`src/design/ljpe_pkg.sv`:
```
// Package for the Lennard-Jones particle energy block.
// Holds widths, register indexes, reset values and the control structs shared by
// the interfaces, the shared multiplier, the serial divider and the top level.
package ljpe_pkg;

  localparam int CFG_W    = 24;
  localparam int POS_W    = 24;
  localparam int IDX_W    = 10;
  localparam int CFG_IDX_W = 2;
  localparam int SUM_W    = 64;

  // Configuration register indexes.
  localparam logic [CFG_IDX_W-1:0] REG_BOX_LENGTH    = 2'd0;
  localparam logic [CFG_IDX_W-1:0] REG_CUTOFF_RADIUS = 2'd1;
  localparam logic [CFG_IDX_W-1:0] REG_SIGMA_LENGTH  = 2'd2;
  localparam logic [CFG_IDX_W-1:0] REG_EPSILON_DEPTH = 2'd3;

  localparam logic [CFG_W-1:0] BOX_LENGTH_RST    = 24'd655360;
  localparam logic [CFG_W-1:0] CUTOFF_RADIUS_RST = 24'd196608;
  localparam logic [CFG_W-1:0] SIGMA_LENGTH_RST  = 24'd65536;
  localparam logic [CFG_W-1:0] EPSILON_DEPTH_RST = 24'd65536;

  localparam logic [SUM_W-1:0] POS_MAX = 64'h7FFF_FFFF_FFFF_FFFF;
  localparam logic [SUM_W-1:0] NEG_MIN = 64'h8000_0000_0000_0000;
  localparam logic signed [SUM_W-1:0] NEAR_ZERO_LIMIT = 64'sd430;

  // Shared multiplier: 32-bit limbs, up to 2 x 3 limbs, 128-bit accumulator.
  localparam int LIMB_W  = 32;
  localparam int MUL_A_W = 64;
  localparam int MUL_B_W = 96;
  localparam int MUL_P_W = 128;

  // Serial divider: Q32.32 quotient of a 48-bit numerator by a 50-bit divisor.
  localparam int DIV_NUM_W = 48;
  localparam int DIV_DEN_W = 50;
  localparam int DIV_Q_W   = 64;
  localparam int DIV_STEPS = 64;

  typedef struct packed {
    logic       start;
    logic       a_last;   // index of the last limb of operand a
    logic [1:0] b_last;   // index of the last limb of operand b
  } mul_req_t;

  typedef struct packed {
    logic busy;
    logic ovf;
  } div_stat_t;

endpackage

```
`src/design/ljpe_mul.sv`:
```
// Shared limb multiplier: one 32 x 32 product per cycle, accumulated into a
// 128-bit register at the limb offset. Depends on ljpe_pkg.
module ljpe_mul import ljpe_pkg::*; (
  input  logic               clk,
  input  logic               rst,
  input  mul_req_t           req,
  input  logic [MUL_A_W-1:0] a,
  input  logic [MUL_B_W-1:0] b,
  output logic               busy,
  output logic [MUL_P_W-1:0] product
);

  logic [MUL_A_W-1:0]  a_reg;
  logic [MUL_B_W-1:0]  b_reg;
  logic                a_last;
  logic [1:0]          b_last;
  logic                i;
  logic [1:0]          j;
  logic                issuing;
  logic                pend;
  logic [2*LIMB_W-1:0] pp;
  logic [1:0]          sh;
  logic [MUL_P_W-1:0]  acc;
  logic [LIMB_W-1:0]   a_limb;
  logic [LIMB_W-1:0]   b_limb;
  logic [MUL_P_W-1:0]  pp_shifted;

  always_comb begin
    a_limb = i ? a_reg[2*LIMB_W-1:LIMB_W] : a_reg[LIMB_W-1:0];
    unique case (j)
      2'd0:    b_limb = b_reg[LIMB_W-1:0];
      2'd1:    b_limb = b_reg[2*LIMB_W-1:LIMB_W];
      2'd2:    b_limb = b_reg[3*LIMB_W-1:2*LIMB_W];
      default: b_limb = '0;
    endcase
    pp_shifted = {{(MUL_P_W-2*LIMB_W){1'b0}}, pp} << {sh, 5'b0};
  end

  always_ff @(posedge clk) begin
    if (rst) begin
      issuing <= 1'b0;
      pend    <= 1'b0;
    end else if (req.start) begin
      a_reg   <= a;
      b_reg   <= b;
      a_last  <= req.a_last;
      b_last  <= req.b_last;
      i       <= 1'b0;
      j       <= 2'd0;
      issuing <= 1'b1;
      pend    <= 1'b0;
      acc     <= '0;
    end else begin
      pend <= issuing;
      if (issuing) begin
        pp <= a_limb * b_limb;
        sh <= {1'b0, i} + j;
        if (j == b_last) begin
          j <= 2'd0;
          if (i == a_last) begin
            issuing <= 1'b0;
          end else begin
            i <= 1'b1;
          end
        end else begin
          j <= j + 2'd1;
        end
      end
      if (pend) begin
        acc <= acc + pp_shifted;
      end
    end
  end

  assign busy    = issuing | pend;
  assign product = acc;

endmodule

```
`config.mk`:
```
export PLATFORM = sky130hd
export DESIGN_NAME = ljpe_mul
export DESIGN_NICKNAME = d
export VERILOG_FILES = /design/src/design/ljpe_pkg.sv /design/src/design/ljpe_mul.sv
export SDC_FILE = /design/constraint.sdc
export NUM_CORES = 2
export LEC_CHECK = 0
export BUFFER_PORTS_ARGS = -buffer_cell sky130_fd_sc_hd__buf_2
export CORE_MARGIN = 2
export CORE_UTILIZATION = 60
export CTS_CLUSTER_DIAMETER = 100
export DETAILED_ROUTE_END_ITERATION = 16
export GPL_ROUTABILITY_DRIVEN = 0
export HOLD_SLACK_MARGIN = 0.12
export PLACE_DENSITY_LB_ADDON = 0.08
export SLEW_MARGIN = 20
export SYNTH_ARGS = -nofsm -noshare
export SYNTH_HDL_FRONTEND = slang
export SYNTH_SLANG_ARGS = --single-unit
```
`constraint.sdc`:
```
create_clock -name clk -period 22 [get_ports clk]
set_input_delay 3.3 -clock clk [delete_from_list [all_inputs] [get_ports clk]]
set_output_delay 3.3 -clock clk [all_outputs]
set_load 0.1 [all_outputs]
```
# Yosys cells after proc, flatten, opt, wreduce, memory -nomap -nowiden
# Cells that the tools add are included.
# op_classes
n_reduce_logical	10
bitwise	3
add_sub_neg	3
mul	1
n_shift	1
eq_ne	5
mux	12
# op_table
cell	count
128-bit adder	1
128-bit two-way mux	1
64-bit by 7-bit << shifter with 128-bit output	1
32-bit case mux with 3 select lines	1
32-bit by 32-bit multiplier with 64-bit output	1
32-bit two-way mux	1
1-bit two-way mux	7
2-bit AND reduction	3
2-bit nonzero test	3
2-bit two-way mux	2
4-bit AND reduction	1
3-bit AND reduction	1
1-bit by 2-bit adder with 2-bit output	1
2-bit by 1-bit adder with 2-bit output, second input constant	1
2-bit by 1-bit equality test with 1-bit output, second input constant	1
2-bit equality test	1
2-bit equality test, second input constant	1
2-bit logical NOT	1
2-bit inequality test, second input constant	1
1-bit inverter	2
2-bit OR reduction	1
1-bit equality test	1
1-bit bitwise OR	1
# totals
wordCells	46
inputBits	166
regBits	362
output_inout_bits	129

# Longest topological paths before layout
# depth
word_depth	5
depth_mapped	36
depth_no_buf	32

# Worst setup path before layout
# Ideal clock, no wire load.
# synth_path
path_type	input-to-reg
startpoint	in req[3] in the netlist's numbering
endpoint	reg a_last, enable pin
n_path_buf	0
cell_stages	2
setup_ns	0.688
t_arrival_ns	10.145
required_ns	21.312
setup_slack_ns	11.167
cell_sequence	inv_1 nor2_1
# synth_via
elab_chain_len	1
# synth_rtl
item	line	rtl
start, declared	ljpe_mul.sv:6	input mul_req_t req,
2-bit AND reduction (no line)	--	
end signal, assigned	ljpe_mul.sv:46	a_last <= req.a_last;
end, declared	ljpe_mul.sv:15	logic a_last;
# Every way passes these cells.
# A chain may end at the register's enable or synchronous reset.

# Final worst setup path
# layout_path
startpoint	reg j[0]
endpoint	reg pp[56], data pin
# layout_via
elab_chain_len	3
word_cells_on_any_way	5
# layout_rtl
item	line	rtl
start, declared	ljpe_mul.sv:18	logic [1:0] j;
start signal, assigned	ljpe_mul.sv:66	j <= j + 2'd1;
2-bit equality test (tied with other cells)	ljpe_mul.sv:30	unique case (j)
32-bit case mux with 3 select lines (*)	ljpe_mul.sv:30	
32-bit by 32-bit multiplier with 64-bit output (*)	ljpe_mul.sv:56	pp <= a_limb * b_limb;
end signal, assigned	ljpe_mul.sv:56	
end, declared	ljpe_mul.sv:21	logic [2*LIMB_W-1:0] pp;
# Every way passes the cells marked *; elsewhere a longest branch is shown, timed or not.

==> flow_summary.toml <==
[outcome]
status = "complete, no violations"

[synthesis]
synth_edf_count = 360
synth_top_area_frac = 0.326
synthesis.area_um2 = 55100
synthCells = 6038
netlist_top_cells_area = "fa_1 33%, edfxtp_1 20%, ha_1 9.0%"
avgSynthCellArea_um2 = 9.12
yosys-top-cells-count = "944 x inv_1, 897 x fa_1, 853 x nor2_1"
yosys.cell_count.top_type = "inv_1"
async_flop_share = 0
ys_types = 78
yosys_warnings = 0
seq_area_frac_synth = 0.197
ys_seq_elements = 362
synth_area_leader_cell = "fa_1"
synth_flop_cell = "edfxtp_1"
mappedNetlistNets = 7496

[clock_network]
clk_pin_slew_ns = 0.06
cts_inserted_buffers = 42
cts_resized = 0
insertion_delay_ns = 0.64
cts-root-buf = "clkbuf_16"
post-cts-setup-buffers = 0
ctsHoldBuffers = 0
cts.sinks = 362
h-tree-depth = 2
cts_buffer_depth = 3
cts_tree = "yes"

[critical_path]
crit_fanout = 32
critPathMostFrequentCell = "fa_1"
r2r_end = "pp[56]$_DFFE_PP_"
required_ns = 22.39
worstSetupPathType = "flop to flop"
rrSetupSlack_ns = 11.90
critPathCaptureType = "flop"
cp-start-kind = "flop"
worstPathArrival_ns = 10.49
r2r_cells = 27
slowest_delay_ns = 1.03
r2r_start = "j[0]$_SDFFCE_PN0P_"
cpMaxStageDelayCell = "a222oi_1"

[hold_path]
hp-class = "flop to flop"
hold_depth = 1
hold_end = "pend$_SDFF_PP0_"
min_from = "issuing$_SDFF_PP0_"

[timing]
drv_slew = 0
period_share = 0.459
rsz0062_at_grt = "no"
timing.final.ws_setup_ns = 11.90
relSlewSlack = 0.160
setup_violations = 0
skew_ns = 0.0466
fmax_mhz = 99.0
hold_viol_final = 0
finalSetupTns_ns = 0
period_needed_ns = 10.10
worst_slew_pin_slew_ns = 1.25

[floorplanning]
core_area_um2 = 91200
ios = 295
fp.dieW_um = 307
start_util = 0.603
rows = 111
fp.dieArea_um2 = 94200
chipHeight_um = 307

[route]
routedWlPerCell_um = 25.9
drc = 0
drt-pass1-iter-count = 9
drt_iter0_markers = 5251
viasPerCell = 6.22
ant_nets = 0
via_count = 45700
postRouteWirelength_um = 190000

[job]
max_cap_viol_count = 0

[finish]
largest_reg_flops = 128
final_cells = 7341
multi_input_area_um2 = 39800
regArea_um2 = 10900
nNetsFinal = 7580
synthToLayoutAreaGrowth_pct = 7.19
final_area_um2 = 59000
fillCellCount = 7669
layout-drive-gt1-share = 0.0931

[global_routing]
grt_first_pass_wirelength_um = 283000
grt_antenna_before_repair = 4
grt_pass1_vias = 46500
grt.overflow.total = 0
grt_max_degree = 116
grt_usage = 0.409

[placed_design]
placed_cell_area_um2 = 57600
port_buffers = 294
hpwlAfterDp_um = 148000
dpl.cell_count = 7264
dp_slack_ns = 12.04
==> layout make-up <==
type / instances / area share
clock inverters: 26 / 0.00486
diodes: 2 / 0.0000848
multi-input cells: 4412 / 0.674
inverters: 944 / 0.0600
repair buffers: 360 / 0.0336
well taps: 1186 / 0.0251
flip-flops and latches: 362 / 0.184
clock buffers: 49 / 0.0183
==> cells in the final DEF, fill, tap and decap left out, drive strengths merged, types with 98 or more instances in the layout <==
cell    instances
nand2         737
edfxtp        360
fa            897
nor2          853
ha            395
inv           949
a21oi         284
buf           360
o21ai         153
xnor2          98
==> through the flow <==
step / hold WS [ns] / utilization
finish: 0.723 / 0.647
global route: 0.734 / 0.647
CTS: 0.678 / 0.646
detailed placement: 0.700 / 0.631
global placement: 0.703 / 0.631
floorplan: 0.471 / -
==> metal layers <==
metal	global-route usage	vias up	share of wire
met3	0.130	811	0.13
met4	0.284	6	0.088
met2	0.621	3171	0.43
met5	0	-	0.00022
li1	-	19600	-
met1	0.500	22100	0.35
==> critical path, delay by kind of cell, from the launching register on <==
family,cells,cell delay [ns]
AND/OR/NAND/NOR,4,1.71
flip-flops,1,0.50
AO/OA/AOI/OAI,8,2.49
adder cells (fa/ha/maj),10,4.54
XOR/XNOR,1,0.16
buffers and inverters,4,0.45
==> worst max-delay path by stage <==
stage	startpoint	end	slack [ns]	depth (start not counted)
CTS	j[0]$_SDFFCE_PN0P_	pp[56]$_DFFE_PP_	12.07	27
detailed placement	j[0]$_SDFFCE_PN0P_	pp[56]$_DFFE_PP_	12.04	27
global route	j[0]$_SDFFCE_PN0P_	pp[51]$_DFFE_PP_	11.63	29
finish	j[0]$_SDFFCE_PN0P_	pp[56]$_DFFE_PP_	11.90	27
global placement	j[0]$_SDFFCE_PN0P_	pp[56]$_DFFE_PP_	12.07	27
floorplan	req[3]	a_last$_DFFE_PP_	11.17	2
==> cell families (layout without fill, tap and decap cells) <==
group / count (synthesis) / after routing / synth area share
compound gates: 875 / 875 / 0.103
flops: 362 / 362 / 0.197
mux: 107 / 107 / 0.0204
fa+ha+maj: 1292 / 1292 / 0.416
other cells: 0 / 2 / 0
simple gates: 1965 / 1965 / 0.150
xor+xnor: 173 / 173 / 0.0275
buf+inv: 1264 / 1379 / 0.0865
Power is not shown: default switching activity piles up to over one toggle a cycle in this logic, so the estimate is an artifact.
