[config.mk]
export PLATFORM = sky130hd
export DESIGN_NAME = ljpe_div
export DESIGN_NICKNAME = d
export VERILOG_FILES = /design/src/design/ljpe_pkg.sv /design/src/design/ljpe_div.sv
export SDC_FILE = /design/constraint.sdc
export NUM_CORES = 1
export LEC_CHECK = 0
export BUFFER_PORTS_ARGS = -buffer_cell sky130_fd_sc_hd__buf_2
export CORE_MARGIN = 2
export CORE_UTILIZATION = 34
export DETAILED_ROUTE_END_ITERATION = 6
export MAX_ROUTING_LAYER = met4
export PLACE_DENSITY = 0.58
export REMOVE_ABC_BUFFERS = 1
export SLEW_MARGIN = 25
export SYNTH_ARGS = -nofsm -noshare
export SYNTH_HDL_FRONTEND = slang
export SYNTH_SLANG_ARGS = --single-unit
[constraint.sdc]
create_clock -name clk -period 13.81 [get_ports clk]
set_clock_uncertainty 0.05 [all_clocks]
set_input_delay 2.762 -clock clk [delete_from_list [all_inputs] [get_ports clk]]
set_output_delay 2.762 -clock clk [all_outputs]
set_load 0.01 [all_outputs]
[src/design/ljpe_pkg.sv]
// Package for the Lennard-Jones particle energy block.
// Holds widths, register indexes, reset values and the control structs shared by
// the interfaces, the shared multiplier, the serial divider and the top level.
package ljpe_pkg;

  localparam int CFG_W    = 24;
  localparam int POS_W    = 24;
  localparam int IDX_W    = 10;
  localparam int CFG_IDX_W = 2;
  localparam int SUM_W    = 64;

  // Configuration register indexes.
  localparam logic [CFG_IDX_W-1:0] REG_BOX_LENGTH    = 2'd0;
  localparam logic [CFG_IDX_W-1:0] REG_CUTOFF_RADIUS = 2'd1;
  localparam logic [CFG_IDX_W-1:0] REG_SIGMA_LENGTH  = 2'd2;
  localparam logic [CFG_IDX_W-1:0] REG_EPSILON_DEPTH = 2'd3;

  localparam logic [CFG_W-1:0] BOX_LENGTH_RST    = 24'd655360;
  localparam logic [CFG_W-1:0] CUTOFF_RADIUS_RST = 24'd196608;
  localparam logic [CFG_W-1:0] SIGMA_LENGTH_RST  = 24'd65536;
  localparam logic [CFG_W-1:0] EPSILON_DEPTH_RST = 24'd65536;

  localparam logic [SUM_W-1:0] POS_MAX = 64'h7FFF_FFFF_FFFF_FFFF;
  localparam logic [SUM_W-1:0] NEG_MIN = 64'h8000_0000_0000_0000;
  localparam logic signed [SUM_W-1:0] NEAR_ZERO_LIMIT = 64'sd430;

  // Shared multiplier: 32-bit limbs, up to 2 x 3 limbs, 128-bit accumulator.
  localparam int LIMB_W  = 32;
  localparam int MUL_A_W = 64;
  localparam int MUL_B_W = 96;
  localparam int MUL_P_W = 128;

  // Serial divider: Q32.32 quotient of a 48-bit numerator by a 50-bit divisor.
  localparam int DIV_NUM_W = 48;
  localparam int DIV_DEN_W = 50;
  localparam int DIV_Q_W   = 64;
  localparam int DIV_STEPS = 64;

  typedef struct packed {
    logic       start;
    logic       a_last;   // index of the last limb of operand a
    logic [1:0] b_last;   // index of the last limb of operand b
  } mul_req_t;

  typedef struct packed {
    logic busy;
    logic ovf;
  } div_stat_t;

endpackage

[src/design/ljpe_div.sv]
// Restoring divider, one quotient bit per cycle: floor(num * 2^32 / den).
// An integer part wider than 32 bits is flagged at start. Depends on ljpe_pkg.
module ljpe_div import ljpe_pkg::*; (
  input  logic                 clk,
  input  logic                 rst,
  input  logic                 start,
  input  logic [DIV_NUM_W-1:0] num,
  input  logic [DIV_DEN_W-1:0] den,
  output div_stat_t            stat,
  output logic [DIV_Q_W-1:0]   quotient
);

  localparam int CNT_W = $clog2(DIV_STEPS + 1);
  localparam int HI_W  = DIV_NUM_W - LIMB_W;

  logic [DIV_DEN_W-1:0] rem;
  logic [DIV_DEN_W-1:0] den_reg;
  logic [DIV_Q_W-1:0]   shreg;
  logic [CNT_W-1:0]     cnt;
  logic                 busy;
  logic                 ovf;
  logic [DIV_DEN_W:0]   trial;
  logic [DIV_DEN_W:0]   trial_sub;
  logic                 ge;
  logic [DIV_DEN_W-1:0] num_hi;

  always_comb begin
    num_hi    = {{(DIV_DEN_W-HI_W){1'b0}}, num[DIV_NUM_W-1:LIMB_W]};
    trial     = {rem, shreg[DIV_Q_W-1]};
    trial_sub = trial - {1'b0, den_reg};
    ge        = trial >= {1'b0, den_reg};
  end

  // The quotient bits enter at the bottom as the numerator bits leave the top.
  always_ff @(posedge clk) begin
    if (rst) begin
      busy <= 1'b0;
      ovf  <= 1'b0;
    end else if (start) begin
      ovf     <= num_hi >= den;
      busy    <= num_hi < den;
      rem     <= num_hi;
      shreg   <= {num[LIMB_W-1:0], {LIMB_W{1'b0}}};
      den_reg <= den;
      cnt     <= CNT_W'(DIV_STEPS);
    end else if (busy) begin
      rem   <= ge ? trial_sub[DIV_DEN_W-1:0] : trial[DIV_DEN_W-1:0];
      shreg <= {shreg[DIV_Q_W-2:0], ge};
      cnt   <= cnt - CNT_W'(1);
      busy  <= cnt != CNT_W'(1);
    end
  end

  assign stat.busy = busy;
  assign stat.ovf  = ovf;
  assign quotient  = shreg;

endmodule

# [Word-level counts from Yosys, hierarchy flattened]
# Index checks and enable logic that the tools add are counted.
[op_classes] addsub=2 n_lt_le_gt_ge=3 eq_ne=1 mux=8 bitwise=1 reduce_logical=3
[ops] cell="two-way mux 64 bit" count=2
[ops] cell="two-way mux 50 bit" count=2
[ops] cell=">= comparator 51 x 50 -> 1 bit" count=1
[ops] cell=">= comparator 16 x 50 -> 1 bit" count=1
[ops] cell="less-than comparator 16 x 50 -> 1 bit" count=1
[ops] cell="subtractor 50 bit" count=1
[ops] cell="two-way mux 16 bit" count=1
[ops] cell="two-way mux 7 bit" count=1
[ops] cell="!= test 7 x 1 -> 1 bit (second input constant)" count=1
[ops] cell="subtractor 7 x 1 -> 7 bit (second input constant)" count=1
[ops] cell="AND reduction 2 bit" count=2
[ops] cell="two-way mux 1 bit" count=2
[ops] cell="nonzero test 2 bit" count=1
[ops] cell="NOT 1 bit" count=1
[totals] reg_bits=173 in_bits=101 out_inout_bits=66

# [Depth between registers and ports, before layout]
# Gate-level depths: netlist of run 1.
[depth] word_depth=4 ltp_mapped=15

# [Worst setup path after synthesis of run 1]
# No wires, ideal clock.
[synth_path] kind="input to register" start="in start" end="reg cnt[0] (enable)" setup_ns=0.602 t_arrival_ns=8.443 slack_ns=4.715 path_stages=4 path_buffers=2 path_cell_list="clkbuf_1 buf_1 nor2_1 nor2_1"
[synth_between] elab_chain_len=2
[synth_lines] element="from (decl)" line_no="ljpe_div.sv:6" rtl="input logic start,"
[synth_lines] element="nonzero test 2 bit (no line)"
[synth_lines] element="AND reduction 2 bit (no line)"
[synth_lines] element="to (signal assigned)" line_no="ljpe_div.sv:45" rtl="cnt <= CNT_W'(DIV_STEPS);"
[synth_lines] element="to (signal assigned)" line_no="ljpe_div.sv:49" rtl="cnt <= cnt - CNT_W'(1);"
[synth_lines] element="to (decl)" line_no="ljpe_div.sv:19" rtl="logic [CNT_W-1:0] cnt;"
# Every way passes these cells.
# A chain may end at the register's enable or synchronous reset.

# [Worst setup path in the final report of run 1]
[layout_path] start="in num[35]" end="reg ovf"
[layout_between] elab_chain_len=1
[layout_lines] element="from (decl)" line_no="ljpe_div.sv:7" rtl="input logic [DIV_NUM_W-1:0] num,"
[layout_lines] element=">= comparator 16 x 50 -> 1 bit" line_no="ljpe_div.sv:40" rtl="ovf <= num_hi >= den;"
[layout_lines] element="to (signal assigned)" line_no="ljpe_div.sv:40"
[layout_lines] element="to (decl)" line_no="ljpe_div.sv:21" rtl="logic ovf;"
# Every way passes these cells.

==> out/metrics.cfg, run 1 <==
[route]
wirelength_um = 25490
wl_met1_um = 12300
routedWlPerCell_um = 16.37
drcViolationCount = 0
num_vias = 7814
dr_wl_met3_um = 1479
firstDrtPassIters = 5
top_layer = met4
antenna_left = 0
wl_met2_um = 11340
via_per_inst = 5.019
drt-initial-drc-count = 508

[floorplanning]
dieArea_um2 = 32260
die_w_um = 179.6
io_pins = 167
num_rows = 64
core-area_um2 = 30510
dieHeight_um = 179.6
start_util = 0.3436

[synth]
yosysSeqAreaShare = 0.4936
synth_ff_type = edfxtp_1
synth_edf_count = 171
avgSynthCellArea_um2 = 10.59
yosys.area.top_type_share = 0.4898
synth_area_um2 = 10480
yosysWarningCount = 0
yosys_register_bits = 173
async_reset_ff_frac = 0
yosys.area.top_type = edfxtp_1
syn_inst = 990
synth_cell_type_count = 67
ys_top_cells_by_area = edfxtp_1, ha_1, mux2_2, a21oi_1, nor2_1

[cells_and_area]
largest_reg_flops = 64
areaGrowthSynthToFinish_pct = 17.03
final_cells = 1557
final_nets = 1309
final_cell_area_um2 = 12270
n_fill_cell = 3016
final_cell_mix = edfxtp_1, buf_2, nor2_1, inv_1, a21oi_1
layout_commonest_cell = edfxtp_1
drive_gt1_frac = 0.2257

[power_and_ir_drop]
ir_drop_v = 0.00009387
p_leak_uw = 0.005063
power_density_nw_per_um2 = 126.1

[critical_path]
worstPathRequired_ns = 14.09
reg2reg_slack_ns = 9.33
crit_fanout = 2
worst-setup-path-type = input pin to register
path_cells = buf_2, ha_1, a21o_1, a21o_1, a21oi_1, nor2_1, a2111oi_0, o21ai_0, a21o_1, a21o_1, o21ai_0, a21oi_1
path_common_cell = a21o_1
cp_num_buf_inv = 1
r2r-start = rem[20]
worstPathArrival_ns = 5.20
cp_num_cells = 12
cpPeakStageDelay_ns = 0.56
cp-start-kind = input pin
critPathTopFamily = compound AO/OA/AOI/OAI gates
critPathSlowestCell = a2111oi_0
end_kind = register
crit-reg2reg-capture = rem[21]
r2r_cells = 11

[sta]
whs_ns = 0.4240
setup_tns_ns = 0
report.final.slew_viol_count = 0
max_freq_mhz = 203.0
rsz0062_at_grt = no
finalSetupViolations = 0
min_period_over_period = 0.3566
maxSlewHeadroom = 0.3514
final.min_clock_period_ns = 4.925
hold_viol_final = 0
tightest_slew_ns = 0.9729

[hold_path]
min_path_cells = 2
holdPathEnd = ovf
min_path_type = register to register
holdCritStartpoint = ovf

[placement]
dp.cells = 1516
gp_congestion = 0.8822
io_buffers = 166
place_hpwl_um = 18960
placed_area_um2 = 11640

[clock_network]
clockRootBuffer = clkbuf_16
cts.sinks = 173
clockBufferDepth = 2
cts_buffers = 17
clk_pin_slew_ns = 0.07
cts_hold_buf = 0
clk_latency_ns = 0.44
cts_tree = built
htree_num_levels = 4
post_cts_buffers = 0
post_cts_resized = 0

[global_route]
antenna_found_initial = 8
grt_pass1_vias = 7790
overflow = 0
grt_pass1_wl_um = 41390
grt_max_degree = 86
grt.total_usage = 0.1648

[flow_run]
maxCapViolations = 0

[run_status]
status = complete, no violations

[cell families (layout without fill, tap and decap cells)]
logic type | after synthesis | count (layout) | share of synthesized area
xor+xnor | 47 | 47 | 0.03926
fa+ha+maj | 69 | 69 | 0.08307
flops | 173 | 173 | 0.4936
other cells | 0 | 9 | 0
simple gates | 277 | 277 | 0.1288
buf+inv | 135 | 297 | 0.05549
mux | 55 | 55 | 0.05752
compound gates | 234 | 234 | 0.1423
[layout make-up]
type | instances | area [µm²] | area share
Antenna cell | 9 | 22.52 | 0.001836
Timing Repair Buffer | 173 | 889.6 | 0.07251
Sequential cell | 173 | 5175 | 0.4218
Tap cell | 396 | 495.5 | 0.04038
Inverter | 92 | 345.3 | 0.02815
Clock buffer | 18 | 429.2 | 0.03498
Multi-Input combinational cell | 682 | 4742 | 0.3865
Clock inverter | 14 | 170.2 | 0.01387
[worst max-delay path by stage]
| stage | start | endpoint | slack [ns] |
|---|---|---|---|
| floorplan | start | cnt[0] | 5.29 |
| global placement | num[35] | ovf | 8.49 |
| detailed placement | num[35] | ovf | 8.45 |
| CTS | num[35] | busy | 8.90 |
| global route | den[3] | busy | 8.72 |
| finish | num[35] | ovf | 8.88 |
[where the power goes]
group / internal (µW) / total [µW] / switching (µW)
Clock: 259 / 493 / 234
Combinational: 164 / 403 / 239
Sequential: 632 / 651 / 19.5
[worst reg2reg max path, cell delays in order, from the launching register on]
cell,delay [ns]
edfxtp_1,0.42
ha_1,0.45
nand4_1,0.23
or4_1,0.55
a2111o_1,0.35
a31oi_1,0.35
o21ai_2,0.16
o21ai_4,0.29
a31o_1,0.61
buf_4,0.38
mux2i_1,0.29
nor2_1,0.07
[stage by stage]
step           total power [µW]  worst slack [ns]  utilization
2_1_floorplan             949.5             5.293            -
3_3_place_gp               1061             8.487       0.3816
3_5_place_dp               1065             8.448       0.3816
4_1_cts                    1566             8.903       0.4013
5_1_grt                    1640             8.720       0.4021
6_report                   1547             8.885       0.4021
[metal layers]
layer,GRT usage,up-vias
li1,-,3901
met1,0.2163,3731
met2,0.2480,161
met3,0.04700,21
met4,0.04780,0
met5,-,-
[Yosys cell counts (all sizes together), types with 6 or more instances]
cell type  number
edfxtp        171
nor2           96
inv            91
a21oi          84
ha             68
nand2          54
o21ai          51
mux2           42
nor2b          35
xnor2          31
a21o           24
buf            22
clkbuf         21
nand4          21
a211oi         16
nand3          16
xor2           16
nor4           14
mux2i          13
o21bai         12
nor3           11
o211ai          8
a31oi           6
and2            6
nand2b          6
or3             6
Power figures use the tool's default switching activity.
==> run 2: changes to the inputs <==
Settings changed: PLACE_DENSITY 0.58 to 0.59.
Clock period 13.81 ns to 4.4 ns, I/O delays scaled along.
==> run 2 against run 1 <==
Compared with the run above: power rose to 3.2 times the previous value; sequential power grew to 3.1 times the previous value; sequential cell count stayed put; global-route usage decreased by 0.34 points; combinational power grew to 3.2 times the previous value; final area grew 0.65%; critical endpoint is now rem[17].
==> out/metrics.cfg, run 2 (synthesis results as in run 1) <==
[global_route]
antenna_found_initial = 4
grt_pass1_vias = 7614
grt.met3_usage = 0.03849
grt_pass1_wl_um = 40500
use_met1 = 0.2148
overflow = 0
grt-busiest-layer = met2
use_met2 = 0.2444
grt_max_degree = 82
grt.total_usage = 0.1614

[sta]
final.min_clock_period_ns = 3.892
finalSetupViolations = 0
hold_viol_final = 0
tightest_slew_ns = 0.9112
min_period_over_period = 0.8845
maxSlewHeadroom = 0.3925
whs_ns = 0.4145
max_freq_mhz = 257.0
report.final.slew_viol_count = 0
rsz0062_at_grt = no

[run_status]
status = complete, no violations

[cells_and_area]
areaGrowthSynthToFinish_pct = 17.79
final_nets = 1312
n_fill_cell = 2959
layout_commonest_cell = edfxtp_1
drive_gt1_frac = 0.2268
largest_reg_flops = 64
final_cell_mix = edfxtp_1, buf_2, nor2_1, inv_1, a21oi_1
final_cell_area_um2 = 12350
final_cells = 1555

[critical_path]
cp-start-kind = register
end_kind = register
worstPathArrival_ns = 3.99
worstPathRequired_ns = 4.50
worst-setup-path-type = register to register
crit_fanout = 7

[clock_network]
clockRootBuffer = clkbuf_16
cts_buffers = 17
htree_num_levels = 4
clockBufferDepth = 2
cts_tree = built
cts_hold_buf = 0
clk_pin_slew_ns = 0.07
clk_latency_ns = 0.44
cts.sinks = 173
post_cts_resized = 0
post_cts_buffers = 0

[power_and_ir_drop]
p_clk_frac = 0.328
power_density_nw_per_um2 = 400.8
power_frac_seq = 0.413
p_int_uw = 3424
p_leak_uw = 0.005100
p_sw_uw = 1525
p_comb_frac = 0.260
ir_drop_v = 0.0002100
power.share.switching = 0.3082

[route]
num_vias = 7793
antenna_left = 0
firstDrtPassIters = 4
wirelength_um = 25400
drt-initial-drc-count = 445
drcViolationCount = 0
via_per_inst = 5.012
routedWlPerCell_um = 16.34

[placement]
place_hpwl_um = 18850
placed_area_um2 = 11730
gp_congestion = 0.9052
dp.cells = 1519
io_buffers = 166

[floorplanning]
io_pins = 167
dieArea_um2 = 32260
dieHeight_um = 179.6
num_rows = 64
start_util = 0.3436
core-area_um2 = 30510
die_w_um = 179.6

[flow_run]
maxCapViolations = 0

[hold_path]
min_path_type = register to register

[run 2: cell types whose count changed in the layout (fill, tap and decap cells not counted), sizes merged]
cell / delta
diode: -5
clkinvlp: +1
bufinv: +2
inv: -1
clkinv: -2
buf: +3
[run 2: per-stage QoR]
| step | setup slack [ns] | setup TNS (ns) | util | power (µW) |
|---|---|---|---|---|
| 6_report | 0.5082 | 0 | 0.4048 | 4950 |
| 3_5_place_dp | 0.5181 | 0 | 0.3844 | 3361 |
| 4_1_cts | 0.5145 | 0 | 0.4044 | 4991 |
| 3_3_place_gp | 0.6280 | 0 | 0.3844 | 3352 |
| 2_1_floorplan | -2.235 | -270.42 | - | 2980 |
| 5_1_grt | 0.2599 | 0 | 0.4048 | 5222 |
[run 2: final timing paths]
kind	from	end	slack, ns	depth (start not counted)
worst max register to register	rem[21]	rem[17]	0.51	11
worst min-delay path	ovf	ovf	0.41	2
worst min register to register	ovf	ovf	0.41	2
worst max-delay path	rem[21]	rem[17]	0.51	11
[run 2: worst max-delay path, cell delays in order (launching register included)]
cell and delay [ns]:
edfxtp_1 0.41, ha_1 0.43, nand4_1 0.23, or4_1 0.53, a2111o_1 0.32, a31oi_1 0.28, o21ai_2 0.14, o21ai_4 0.25
a31o_1 0.46, buf_4 0.25, mux2i_1 0.19, nor2_1 0.06
[run 2: area by class of cell]
cell class                      count  area [µm²]  area share
Clock buffer                       18       429.2     0.03475
Multi-Input combinational cell    682        4742      0.3840
Timing Repair Buffer              176       970.9     0.07862
Tap cell                          396       495.5     0.04012
Clock inverter                     14       181.4     0.01469
Inverter                           92       345.3     0.02796
Antenna cell                        4       10.01   0.0008105
Sequential cell                   173        5175      0.4190
[run 2: routing by layer]
| layer | wire (µm) | up-vias | part of all wire |
|---|---|---|---|
| met5 | 0 | - | 0 |
| met4 | 446 | 0 | 0.018 |
| met3 | 1553 | 24 | 0.061 |
| met2 | 11340 | 207 | 0.45 |
| met1 | 12060 | 3654 | 0.47 |
| li1 | - | 3908 | - |
[run 2: power by group through the flow]
stage / clock network [µW] / logic (µW) / registers (µW)
floorplan: 0 / 884 / 2100
global placement: 0 / 1280 / 2080
detailed placement: 0 / 1280 / 2080
CTS: 1660 / 1290 / 2040
global route: 1720 / 1440 / 2060
finish: 1620 / 1290 / 2040
==> run 3: changes to the inputs <==
Settings changed: CTS_BUF_LIST from default to sky130_fd_sc_hd__clkbuf_8, GPL_TIMING_DRIVEN from default to 0.
==> run 3 against run 2 <==
Compared with the run above: final area is 0.40% lower; die area stayed put; sequential share of layout area is 0.17 points higher; core utilization is 0.16 points lower; sequential power hardly changed; first-iteration DRC count is 29% lower; largest cell class unchanged; highest routed layer unchanged.
==> out/metrics.cfg, run 3 (synthesis results as in run 1) <==
[floorplanning]
core-area_um2 = 30510
num_rows = 64
dieHeight_um = 179.6
io_pins = 167
dieArea_um2 = 32260
die_w_um = 179.6
start_util = 0.3436

[power_and_ir_drop]
p_comb_frac = 0.288
power_density_nw_per_um2 = 367.1
p_clk_frac = 0.261
fin_total_pwr_uw = 4516
ir_drop_v = 0.0001530
p_leak_uw = 0.005068
p_sw_uw = 1506
power.share.switching = 0.3334
power_frac_seq = 0.452
p_int_uw = 3010

[placement]
io_buffers = 166
gp_congestion = 0.8746
place_hpwl_um = 18920

[sta]
whs_ns = 0.4067
rsz0062_at_grt = no
min_period_over_period = 0.9266
finalSetupViolations = 0
hold_viol_final = 0
tightest_slew_ns = 0.8560
maxSlewHeadroom = 0.4258
final.min_clock_period_ns = 4.077
report.final.slew_viol_count = 0
max_freq_mhz = 245.3

[clock_network]
htree_num_levels = 4
cts_tree = built
clk_pin_slew_ns = 0.10
post_cts_buffers = 0
cts.sinks = 173
post_cts_resized = 0
clk_latency_ns = 0.48
clockRootBuffer = clkbuf_8
cts_buffers = 17
clockBufferDepth = 2
cts_hold_buf = 0

[global_route]
overflow = 0
grt-busiest-layer = met2
grt_pass1_wl_um = 40530
grt.total_usage = 0.1584
grt_pass1_vias = 7840
grt.met3_usage = 0.03626
antenna_found_initial = 4
use_met1 = 0.2055
use_met2 = 0.2516
grt_max_degree = 80

[critical_path]
end_kind = register
crit-reg2reg-capture = rem[11]
startpoint = rem[17]
worstPathArrival_ns = 4.26
reg2reg_slack_ns = 0.32
crit_fanout = 27
r2r_cells = 12
r2r-start = rem[17]
path_cells = ha_1, nand4_2, or4_1, a2111o_1, a31oi_1, o21ai_2, o21ai_4, a31oi_4, buf_16, nand2_1, o21ai_0, mux2_2
cpPeakStageDelay_ns = 0.58
cp-start-kind = register
critPathSlowestCell = or4_1
worst-setup-path-type = register to register
worstPathRequired_ns = 4.58

[cells_and_area]
final_cell_mix = edfxtp_1, buf_2, nor2_1, inv_1, a21oi_1
final_nets = 1313
areaGrowthSynthToFinish_pct = 17.32
n_fill_cell = 2985
drive_gt1_frac = 0.2301
largest_reg_flops = 64
layout_commonest_cell = edfxtp_1

[hold_path]
min_path_type = register to register
min_path_cells = 2
holdPathEnd = ovf
holdCritStartpoint = ovf

[route]
routedWlPerCell_um = 15.87
num_vias = 7825
antenna_left = 0
drcViolationCount = 0
firstDrtPassIters = 5
wirelength_um = 24700
drt-initial-drc-count = 318
via_per_inst = 5.029

[run_status]
status = complete, no violations

[flow_run]
maxCapViolations = 0

-- run 3: changes by cell type in the layout (fill, tap and decap cells not counted), moves of 2 or more --
cell | before | now
buf_12 | 5 | 2
buf_16 | 0 | 8
bufinv_16 | 3 | 1
clkbuf_16 | 17 | 0
buf_4 | 6 | 0
clkinv_8 | 0 | 3
inv_8 | 1 | 3
clkbuf_8 | 0 | 17
-- run 3: worst max path at each step --
stage / endpoint / slack [ns] / cells after the start
6_report: rem[11] / 0.32 / 12
5_1_grt: rem[40] / 0.07 / 14
4_1_cts: rem[0] / 0.16 / 10
3_5_place_dp: rem[0] / 0.17 / 10
3_3_place_gp: quotient[26] / -6.86 / 3
2_1_floorplan: cnt[0] / -2.23 / 2
-- run 3: power groups by stage --
stage	Combinational (µW)	Clock, µW	Sequential, µW
2_1_floorplan	884	0	2100
3_3_place_gp	1230	0	2100
3_5_place_dp	1300	0	2080
4_1_cts	1300	1210	2040
5_1_grt	1460	1270	2060
6_report	1300	1180	2040
-- run 3: per-layer routing --
layer / vias to the layer above / routed length (µm) / part of all wire
li1: 3908 / - / -
met1: 3703 / 11780 / 0.48
met2: 192 / 11470 / 0.46
met3: 22 / 1166 / 0.047
met4: 0 / 286 / 0.012
met5: - / 0 / 0
-- run 3: layout make-up --
class	instances	area [µm²]	area share
sequential	173	5175	0.4208
timing repair buffer	177	1112	0.09044
clock buffer	17	234.0	0.01902
inverter	92	345.3	0.02808
clock inverter	15	176.4	0.01434
antenna	4	10.01	0.0008138
multi-input combinational	682	4751	0.3863
tap	396	495.5	0.04028
-- run 3: worst max-delay path, delay by kind of cell, from the launching register on --
| kind | cells | cell delay (ns) |
|---|---|---|
| AOI/OAI and AO/OA | 6 | 1.49 |
| DFF | 1 | 0.42 |
| muxes | 1 | 0.27 |
| and+or+nand+nor | 3 | 0.88 |
| buffers and inverters | 1 | 0.27 |
| adders and majority gates | 1 | 0.46 |
-- run 3: per-stage QoR --
stage,std cells,utilization,setup TNS [ns],worst slack [ns],area (µm²)
2_1_floorplan,947,-,-270.42,-2.235,10250
3_3_place_gp,1509,0.3793,-1052.40,-6.861,11570
3_5_place_dp,1520,0.3891,0,0.1725,11870
4_1_cts,1552,0.4025,0,0.1564,12280
5_1_grt,1556,0.4031,0,0.07242,12300
6_report,1556,0.4031,0,0.3229,12300
